**src/hw/rtl/iesp_pkg.sv**
```systemverilog
`timescale 1ns / 1ps
// ----------------------------------------------------------------------------
// iesp_pkg: shared types, constants and Q24.40 arithmetic helpers
// Coefficient store layout, command codes and saturating operators.
// ----------------------------------------------------------------------------
package iesp_pkg;

	localparam int COEF_DEPTH_DEF = 128;
	localparam int NSTATE = 9;
	localparam int NRESULT = 14;

	localparam int PHI_BASE = 0;
	localparam int CDT_BASE = 81;
	localparam int DRIVE_BASE = 90;
	localparam int OUT_BASE = 99;

	typedef logic signed [63:0] q_t;

	typedef enum logic [1:0] {
		CMD_LOAD_COEF = 2'd0,
		CMD_LOAD_ERR  = 2'd1,
		CMD_STEP      = 2'd2,
		CMD_NOP       = 2'd3
	} cmd_t;

	localparam q_t Q_MAX = 64'sh7FFF_FFFF_FFFF_FFFF;
	localparam q_t Q_MIN = 64'sh8000_0000_0000_0000;

	function automatic q_t sat_add(q_t a, q_t b);
		logic signed [64:0] s;
		s = {a[63], a} + {b[63], b};
		if (s[64] != s[63]) return s[64] ? Q_MIN : Q_MAX;
		return s[63:0];
	endfunction

	function automatic q_t sat_sub(q_t a, q_t b);
		logic signed [64:0] s;
		s = {a[63], a} - {b[63], b};
		if (s[64] != s[63]) return s[64] ? Q_MIN : Q_MAX;
		return s[63:0];
	endfunction

	// round half up on a full 128-bit product, then saturate
	function automatic q_t round_sat(logic signed [127:0] p);
		logic signed [127:0] r;
		logic signed [87:0] sh;
		r = p + (128'sd1 <<< 39);
		sh = r[127:40];
		if (sh[87:63] == '0 || sh[87:63] == '1) return sh[63:0];
		return sh[87] ? Q_MIN : Q_MAX;
	endfunction

endpackage

```
**src/hw/rtl/iesp_cell.sv**
```systemverilog
`timescale 1ns / 1ps
// ----------------------------------------------------------------------------
// iesp_cell: one element of the error vector ring
// Holds one state word; rotates it to its neighbor, or loads or updates it.
// ----------------------------------------------------------------------------
module iesp_cell (
	input  logic         clk,
	input  logic         arst_n,
	input  logic         shift,
	input  logic         load,
	input  iesp_pkg::q_t load_val,
	input  iesp_pkg::q_t from_prev,
	output iesp_pkg::q_t value
);
	import iesp_pkg::*;

	q_t val_q;

	always_ff @(posedge clk or negedge arst_n) begin
		if (!arst_n) begin
			val_q <= '0;
		end else if (load) begin
			val_q <= load_val;
		end else if (shift) begin
			val_q <= from_prev;
		end
	end

	assign value = val_q;
endmodule

```
**config.mk**
```make
export PLATFORM = sky130hd
export DESIGN_NAME = iesp_cell
export DESIGN_NICKNAME = d
export VERILOG_FILES = /design/src/hw/rtl/iesp_pkg.sv /design/src/hw/rtl/iesp_cell.sv
export SDC_FILE = /design/constraint.sdc
export NUM_CORES = 1
export LEC_CHECK = 0
export ABC_AREA = 1
export BUFFER_PORTS_ARGS = -buffer_cell sky130_fd_sc_hd__buf_2
export CORE_MARGIN = 1.5
export CORE_UTILIZATION = 45
export DETAILED_ROUTE_END_ITERATION = 6
export PLACE_DENSITY_LB_ADDON = 0.15
export SLEW_MARGIN = 20
export SYNTH_ARGS = -nofsm -noshare
export SYNTH_HDL_FRONTEND = slang
export SYNTH_SLANG_ARGS = --single-unit
```
**constraint.sdc**
```tcl
create_clock -name clk -period 1.3 [get_ports clk]
set_input_delay 0.26 -clock clk [delete_from_list [all_inputs] [get_ports clk]]
set_output_delay 0.26 -clock clk [all_outputs]
set_load 0.05 [all_outputs]
```
==> results by group, run 1 <==
Global route
  • First-pass GRT wire length: 13810 um
  • Global route overflow: 0
  • Initial antenna violation count: 0
  • Pin count of the biggest net entering global routing: 65
  • All-Layer GR Usage: 24.52%
  • Vias in the first global route: 2995

Worst setup path
  • FF-to-FF setup slack: 650 ps
  • CP required: 1040 ps
  • Reg-to-Reg End: value[24]$_DFFE_PN0P_
  • Crit path largest cell delay: 360 ps
  • Crit-path max FO: 2
  • CP top delay family: flip-flops
  • Reg-to-Reg Start: value[24]$_DFFE_PN0P_
  • Kind of critical path: flop to output port
  • Critical Path Start: value[31]$_DFFE_PN0P_
  • Buf/Inv on CP: 1
  • Slowest stage cell, crit path: dfrtp_1
  • Critical Path AT: 950 ps
  • R2R cell count: 2
  • CP Capture Type: output port
  • Critical Path Start Type: flop
  • Crit-path cells: buf_2

Floorplanning
  • Die width: 83.97 um
  • FP Rows: 29
  • Die Ht: 83.97 um
  • Core footprint: 6350 um2
  • Die area: 7051 um2
  • Io pins: 196
  • Initial core utilization: 46.46%

Synthesis
  • Yosys reg bits: 64
  • Synth Warn #: 0
  • Syn Nets: 480
  • Syn Area/Cell: 8.478 um2
  • Post-synthesis instance total: 348
  • Yosys cell types: 8
  • Synth Cell Area: 2950 um2
  • Sequential-to-total area share from yosys stat: 54.28%

Final layout
  • Fillers: 571
  • Most frequent cells in the layout: buf_2 (195), nand2_1 (128), nand3_1 (128)
  • Most common cell after layout, fill and taps aside: buf_2
  • Fin util: 65.14%
  • Fraction of layout cells with a size suffix above 1: 40.59%
  • Max reg flops: 64
  • # diodes: 0
  • Non-filler instance count after layout: 619
  • Area delta synth->final: 40.20%
  • Final net count: 670

CTS
  • CTS Root Cell: clkbuf_8
  • Clock transition at the registers of the reported paths: 70 ps
  • Worst-Skew Late Latency: 320 ps
  • CTS tree: done
  • CTS sink count: 64
  • Htree depth: 3
  • Bufs on Longest Clock Path: 2
  • Num CTS Buffers: 9

Timing
  • Clock skew: 0 ps
  • Final hold vios: 0
  • Setup_tns: 0 ps
  • Minimum clock period: 1214 ps
  • Unrepaired setup endpoints after global routing: false
  • Worst Tran Pin Value: 405.0 ps
  • Slew headroom: 73.00%
  • Slew Limit Fails: 0
  • Fmax: 823.8 MHz
  • Final worst-path cycle share: 93.38%
  • Final setup vio count: 0

Placement
  • Placed Cells incl. Taps: 603
  • Detailed-placement wirelength estimate: 5913 um
  • Input/output buffers: 195
  • Gpl congestion: 0.8407

Worst hold path
  • Hold_sp: load_val[12]
  • Hold Path Class: input pin to flop
  • Endpoint, Worst Hold: value[12]$_DFFE_PN0P_
  • Hold Path Depth: 3

Drt
  • DRC: 0
  • Drt pass-1 iters: 4
  • Final WL: 8482 um
  • Via/cell ratio: 5.058
  • Wire per inst: 13.70 um
  • Vias: 3131
  • Antenna-violating nets left: 0
  • Initial DRC count: 138

Job
  • Number of max-cap violations: 0

Pwr
  • PD cells: 1318 nW/um2
  • Leakage power: 2.277 nW
  • Peak VDD IR: 0.0007722 V
  • Power Total: 5.450 mW

Status
  • Outcome: completed
layer usage:
| metal | track usage [%] | vias up | wire length [um] |
|---|---|---|---|
| li1 | - | 1537 | - |
| met1 | 29.63 | 1434 | 3321 |
| met2 | 42.45 | 141 | 4349 |
| met3 | 4.649 | 19 | 598 |
| met4 | 11.03 | 0 | 213 |
| met5 | 0 | - | 0 |
area by class of cell:
type	count	area [um2]	area share, %
Sequential cell	64	1602	38.72
Clock inverter	4	45.04	1.089
Clock buffer	11	141.4	3.418
Multi-Input combinational cell	257	1132	27.37
Timing Repair Buffer	205	1116	26.98
Tap cell	77	96.34	2.329
Inverter	1	3.754	0.09074
repair_timing:
action / 4_1_cts / 5_1_grt
hold endpoints to repair: 64 / 0
buffers inserted: 0 / 0
gates resized for setup: 0 / 0
hold buffers: 1 / 0
stage by stage:
| stage | worst slack, ps | instance area (um2) | hold WS (ps) |
|---|---|---|---|
| after floorplan | 439.7 | 2950 | -35.59 |
| after global placement | 221.3 | 3940 | 303.6 |
| after detailed placement | 221.7 | 3940 | 306.8 |
| after CTS | 64.23 | 4136 | 126.0 |
| after global routing | 40.21 | 4136 | 139.2 |
| final | 86.12 | 4136 | 142.8 |
power by group:
| part | total (mW) | internal (mW) | switching, mW |
|---|---|---|---|
| logic | 1.53 | 0.426 | 1.10 |
| clock network | 1.65 | 0.919 | 0.734 |
| registers | 2.27 | 2.18 | 0.0939 |
cells in the mapped netlist:
library cell,number,share of area [%]
buf_2,11,1.9
dfrtp_1,64,54
buf_4,3,0.76
nand3_1,128,22
nor2_4,1,0.38
inv_2,1,0.13
buf_6,12,4.6
nand2_1,128,16
worst max-delay path by stage:
stage | endpoint | slack [ps] | cells after the start
2_1_floorplan | value[0] | 440 | 0
3_3_place_gp | value[8]$_DFFE_PN0P_ | 220 | 5
3_5_place_dp | value[24]$_DFFE_PN0P_ | 220 | 4
4_1_cts | value[61] | 60 | 1
5_1_grt | value[31] | 40 | 1
6_report | value[31] | 90 | 1
cells by family after synthesis:
kind of cell           share of synthesized area (%)
buffers and inverters                          7.336
DFF                                            54.28
and+or+nand+nor                                38.38
Power figures use the tool's default switching activity.
==> run 2: changes to the inputs <==
Settings changed: ABC_AREA 1 to not set.
==> results by group, run 2 <==
Status
  • Outcome: completed

CTS
  • CTS Root Cell: clkbuf_8
  • Resize count post-CTS: 0 (unchanged)
  • CTS sink count: 64 (unchanged)
  • Num CTS Buffers: 9 (unchanged)
  • CTS tree: done
  • CTS Hold Bufs: 1 (unchanged)
  • Bufs on Longest Clock Path: 2 (unchanged)
  • Htree depth: 3 (unchanged)
  • Setup Buffers After CTS: 0 (unchanged)
  • Clock transition at the registers of the reported paths: 70 ps (about the same)
  • Worst-Skew Late Latency: 320 ps (about the same)

Synthesis
  • Yosys cell types: 10 (+2)
  • Synth Warn #: 0 (unchanged)
  • Post-synthesis instance total: 277 (-20%)
  • Post-synth top cells: dfrtp_1 (64), mux2i_1 (64), nand2_1 (64), o21ai_1 (60), clkbuf_1 (9)
  • Syn Nets: 409 (-15%)
  • Yosys reg bits: 64 (unchanged)
  • Post-synthesis async set-or-reset flop share: 100.0% (unchanged)
  • Count of flip-flops with a built-in enable after synthesis: 0 (unchanged)
  • Ys flop type: dfrtp_1
  • Top area cells in the synthesized netlist: dfrtp_1 (54%), mux2i_1 (22%), o21ai_1 (10%), nand2_1 (8.1%), buf_8 (3.0%)
  • Syn Area/Cell: 10.71 um2 (+26%)
  • Sequential-to-total area share from yosys stat: 54.01% (-0.27 points)
  • Cell accounting for the most synthesized area: dfrtp_1
  • Synth Cell Area: 2965 um2 (+0.51%)
  • Top-area cell type share of the netlist area: 54.01% (-0.27 points)

Floorplanning
  • Die Ht: 84.18 um (+0.24%)
  • Io pins: 196 (unchanged)
  • Initial core utilization: 46.70% (+0.24 points)
  • Die width: 84.18 um (+0.24%)
  • Core footprint: 6350 um2 (unchanged)
  • Die area: 7085 um2 (+0.49%)
  • FP Rows: 29 (unchanged)

Final layout
  • # diodes: 0 (unchanged)
  • Area delta synth->final: 41.77%
  • Most frequent cells in the layout: buf_2 (193), mux2i_1 (64), nand2_1 (64), dfrtp_1 (64), o21ai_1 (60)
  • Max reg flops: 64 (unchanged)
  • Final net count: 602 (-10%)
  • Fraction of layout cells with a size suffix above 1: 45.57% (+5.0 points)
  • Most common cell after layout, fill and taps aside: buf_2

Timing
  • Clock skew: 0 ps (unchanged)
  • Worst Tran Pin Value: 354.4 ps (-50.67 ps)
  • Unrepaired setup endpoints after global routing: false
  • Setup_tns: 0 ps (unchanged)
  • Fmax: 821.2 MHz (-0.32%)
  • Slew Limit Fails: 0 (unchanged)
  • Final hold vios: 0 (unchanged)
  • Final worst-path cycle share: 93.67% (+0.30 points)
  • Final setup vio count: 0 (unchanged)
  • Minimum clock period: 1218 ps (+3.872 ps)
  • Slew headroom: 76.37% (+3.4 points)

Worst setup path
  • CP top delay family: flip-flops
  • Buf/Inv on CP: 1 (unchanged)
  • Kind of critical path: flop to output port
  • Critical Path Start: value[12]$_DFFE_PN0P_
  • Critical Path AT: 960 ps (about the same)
  • Slowest stage cell, crit path: dfrtp_1
  • CP Capture Type: output port
  • Crit path largest cell delay: 370 ps (about the same)
  • Reg-to-Reg Start: value[3]$_DFFE_PN0P_
  • Critical Path Start Type: flop
  • Crit-path cells: buf_2
  • Crit-path max FO: 2 (unchanged)
  • WP depth: 1 (unchanged)
  • R2R cell count: 2 (unchanged)
  • CP required: 1040 ps (about the same)

Global route
  • First-pass GRT wire length: 11700 um (-15%)
  • Global route overflow: 0 (unchanged)
  • All-Layer GR Usage: 20.78% (-3.7 points)
  • Pin count of the biggest net entering global routing: 65 (unchanged)
  • Vias in the first global route: 2582 (-14%)
  • Initial antenna violation count: 0 (unchanged)

Drt
  • Vias: 2702 (-14%)
  • Via/cell ratio: 4.904 (-3.1%)
  • Wire per inst: 13.40 um (-2.2%)
  • Drt pass-1 iters: 4 (unchanged)
  • Final WL: 7385 um (-13%)
  • Initial DRC count: 111 (-20%)
  • DRC: 0 (unchanged)
  • Antenna-violating nets left: 0 (unchanged)

Worst hold path
  • Hold Path Depth: 3 (unchanged)
  • Hold_sp: load_val[0]
  • Hold Path Class: input pin to flop

Pwr
  • Leakage power: 2.324 nW (+2.1%)
  • PD cells: 1294 nW/um2 (-1.8%)
  • Power Total: 5.440 mW (-0.19%)
  • Peak VDD IR: 0.0008910 V (+15%)

Placement
  • Detailed-placement wirelength estimate: 5431 um (-8.2%)
  • Gpl congestion: 0.8124 (-3.4%)
  • Input/output buffers: 195 (unchanged)

Job
  • Number of max-cap violations: 0 (unchanged)
[run 2: final cells by class]
class,count,area (um2)
Tap cell,77,96.34
Clock inverter,4,45.04
Multi-Input combinational cell,192,1201
Sequential cell,64,1602
Clock buffer,11,141.4
Fill cell,539,2146
Timing Repair Buffer,203,1119
[run 2: stage by stage]
step	utilization, %	hold slack (ps)	worst slack, ps	area, um2	instances
6_report	66.21	144.8	82.25	4204	551
5_1_grt	66.21	133.2	36.63	4204	551
4_1_cts	66.21	132.0	71.62	4204	551
3_5_place_dp	63.11	303.8	177.5	4008	535
3_3_place_gp	63.11	297.6	222.5	4008	535
2_1_floorplan	-	-35.59	357.5	2965	277
[run 2: cells by family (layout without fill, tap and decap cells)]
kind of cell / count (synthesis) / in the layout / synth area share (%)
AOI/OAI and AO/OA: 64 / 64 / 10.80
and+or+nand+nor: 64 / 64 / 8.101
DFF: 64 / 64 / 54.01
muxes: 64 / 64 / 21.60
buffers and inverters: 21 / 218 / 5.485
[run 2: worst reg2reg max path, stage by stage (launching register included)]
cell and delay [ps]:
dfrtp_1 390, mux2i_1 130, o21ai_1 80
[run 2: path summary, 6_finish.rpt]
| check | end | slack, ps |
|---|---|---|
| min in group asynchronous | value[30]$_DFFE_PN0P_ | 460 |
| max reg2reg | value[3]$_DFFE_PN0P_ | 580 |
| max in group asynchronous | value[14]$_DFFE_PN0P_ | 530 |
| min | value[0]$_DFFE_PN0P_ | 140 |
| min reg2reg | value[40]$_DFFE_PN0P_ | 540 |
| max | value[12] | 80 |
[run 2: per-layer routing]
| layer | routed length [um] | GRT usage, % | part of all wire (%) |
|---|---|---|---|
| met4 | 161 | 7.303 | 2.2 |
| met2 | 3631 | 36.51 | 49 |
| met5 | 0 | 0 | 0 |
| met3 | 550 | 5.408 | 7.4 |
| met1 | 3041 | 24.68 | 41 |
[run 2: power breakdown]
part | internal, mW | switching (mW)
combinational | 0.479 | 1.06
clock | 0.918 | 0.710
sequential | 2.18 | 0.0928
total | 3.57 | 1.87
==> run 3: changes to the inputs <==
Settings changed: SETUP_SLACK_MARGIN set to 0.4.
Clock period 1.3 ns to 1.5 ns, I/O delays scaled along.
==> results by group, run 3 (synthesis gave the netlist of run 2 again) <==
Status
  • Outcome: completed

Global route
  • Vias in the first global route: 2789 (+8.0%)
  • Pin count of the biggest net entering global routing: 65 (unchanged)
  • First-pass GRT wire length: 13150 um (+12%)
  • All-Layer GR Usage: 23.45% (+2.7 points)
  • Initial antenna violation count: 1 (+1)
  • Global route overflow: 0 (unchanged)

Final layout
  • Max reg flops: 64 (unchanged)
  • Fraction of layout cells with a size suffix above 1: 49.11% (+3.5 points)
  • Most frequent cells in the layout: buf_2 (129), mux2i_1 (64), nand2_1 (64), buf_6 (64), dfrtp_1 (64)
  • Final net count: 632 (+5.0%)
  • Fin util: 76.26% (+10 points)
  • Most common cell after layout, fill and taps aside: buf_2
  • Non-filler instance count after layout: 583 (+5.8%)
  • Area delta synth->final: 63.29%

Timing
  • Final hold vios: 0 (unchanged)
  • Fmax: 824.8 MHz
  • Hold slack: 168.8 ps (+24.04 ps)
  • Setup_tns: 0 ps (unchanged)
  • Slew Limit Fails: 0 (unchanged)
  • Final setup vio count: 0 (unchanged)
  • Minimum clock period: 1212 ps
  • Post-route setup slack: 287.6 ps (+205.3 ps)
  • Worst Tran Pin Value: 341.9 ps (-12.46 ps)
  • Clock skew: 0 ps (unchanged)
  • Final worst-path cycle share: 80.83%
  • Slew headroom: 77.21% (+0.83 points)
  • Unrepaired setup endpoints after global routing: true

Placement
  • Placed Cells incl. Taps: 535 (unchanged)
  • Place WS: 334.0 ps (+156.6 ps)
  • Gpl congestion: 0.8238 (+1.4%)
  • Detailed-placement wirelength estimate: 5655 um (+4.1%)
  • Input/output buffers: 195 (unchanged)

CTS
  • Clock transition at the registers of the reported paths: 80 ps (about the same)
  • CTS Root Cell: clkbuf_8
  • Bufs on Longest Clock Path: 2 (unchanged)
  • Worst-Skew Late Latency: 330 ps (about the same)
  • Htree depth: 3 (unchanged)
  • CTS tree: done
  • CTS sink count: 64 (unchanged)
  • Num CTS Buffers: 9 (unchanged)

Worst setup path
  • Buf/Inv on CP: 1 (unchanged)
  • Kind of critical path: flop to output port
  • Crit-path cells: buf_6
  • Crit path largest cell delay: 410 ps (+40 ps)
  • Critical Path Start Type: flop
  • Reg-to-Reg Start: value[55]$_DFFE_PN0P_
  • Slowest stage cell, crit path: dfrtp_1
  • CP top delay family: flip-flops
  • Critical Path Start: value[41]$_DFFE_PN0P_
  • Reg-to-Reg End: value[55]$_DFFE_PN0P_
  • FF-to-FF setup slack: 490 ps (-90 ps)
  • CP required: 1200 ps (+160 ps)
  • R2R cell count: 4 (+2)
  • Critical Path AT: 910 ps (-50 ps)
  • CP Capture Type: output port
  • Crit-path max FO: 2 (unchanged)

Drt
  • Via/cell ratio: 4.880 (-0.49%)
  • Drt pass-1 iters: 4 (unchanged)
  • Antenna-violating nets left: 0 (unchanged)
  • Initial DRC count: 100 (-9.9%)
  • Wire per inst: 15.05 um (+12%)
  • DRC: 0 (unchanged)
  • Vias: 2845 (+5.3%)
  • Final WL: 8777 um (+19%)

Worst hold path
  • Hold_sp: load_val[32]
  • Hold Path Class: input pin to flop
  • Hold Path Depth: 3 (unchanged)
  • Endpoint, Worst Hold: value[32]$_DFFE_PN0P_

Floorplanning
  • Die area: 7085 um2 (unchanged)
  • Die width: 84.18 um (unchanged)
  • FP Rows: 29 (unchanged)
  • Die Ht: 84.18 um (unchanged)
  • Core footprint: 6350 um2 (unchanged)
  • Io pins: 196 (unchanged)
  • Initial core utilization: 46.70% (unchanged)

Pwr
  • Leakage power: 2.587 nW (+11%)
  • PD cells: 1061 nW/um2 (-18%)
  • Peak VDD IR: 0.0007328 V (-18%)

Job
  • Number of max-cap violations: 0 (unchanged)
[run 3: metal layers]
metal | global-route usage [%] | part of all wire, %
met5 | 0 | 0
met1 | 28.32 | 38
met3 | 5.506 | 6.8
met4 | 10.58 | 2.9
met2 | 39.93 | 52
[run 3: area by class of cell]
cell class | count | area, um2
repair buffers | 233 | 1744
clock buffers | 9 | 123.9
well taps | 77 | 96.34
fillers | 425 | 1508
diodes | 1 | 2.502
flip-flops and latches | 64 | 1602
multi-input cells | 192 | 1201
clock inverters | 7 | 72.57
[run 3: where the power goes]
group          internal (mW)  switching [mW]  leakage (nW)  total, mW
combinational          0.697           0.965          1.72       1.66
clock                  0.766           0.700        0.0952       1.47
sequential              1.89           0.124         0.772       2.01
total                   3.35            1.79          2.59       5.14
[run 3: repair_timing]
item                                    in CTS  in global routing
gates resized for setup                    128                  0
buffers inserted                            13                 17
hold buffers                                 1                  0
hold endpoints to repair                    64                  0
endpoints found under the setup margin      64                 64
[run 3: worst max path at each step]
| stage | end | slack (ps) | depth (start not counted) |
|---|---|---|---|
| 2_1_floorplan | value[10]$_DFFE_PN0P_ | 520 | 4 |
| 3_3_place_gp | value[0]$_DFFE_PN0P_ | 370 | 4 |
| 3_5_place_dp | value[0]$_DFFE_PN0P_ | 330 | 4 |
| 4_1_cts | value[41] | 280 | 1 |
| 5_1_grt | value[41] | 260 | 1 |
| 6_report | value[41] | 290 | 1 |
[run 3: stage by stage]
step	power (mW)	cell area, um2
3_5_place_dp	3.347	4008
2_1_floorplan	2.902	2965
6_report	5.138	4842
5_1_grt	5.348	4842
4_1_cts	5.093	4712
3_3_place_gp	3.328	4008
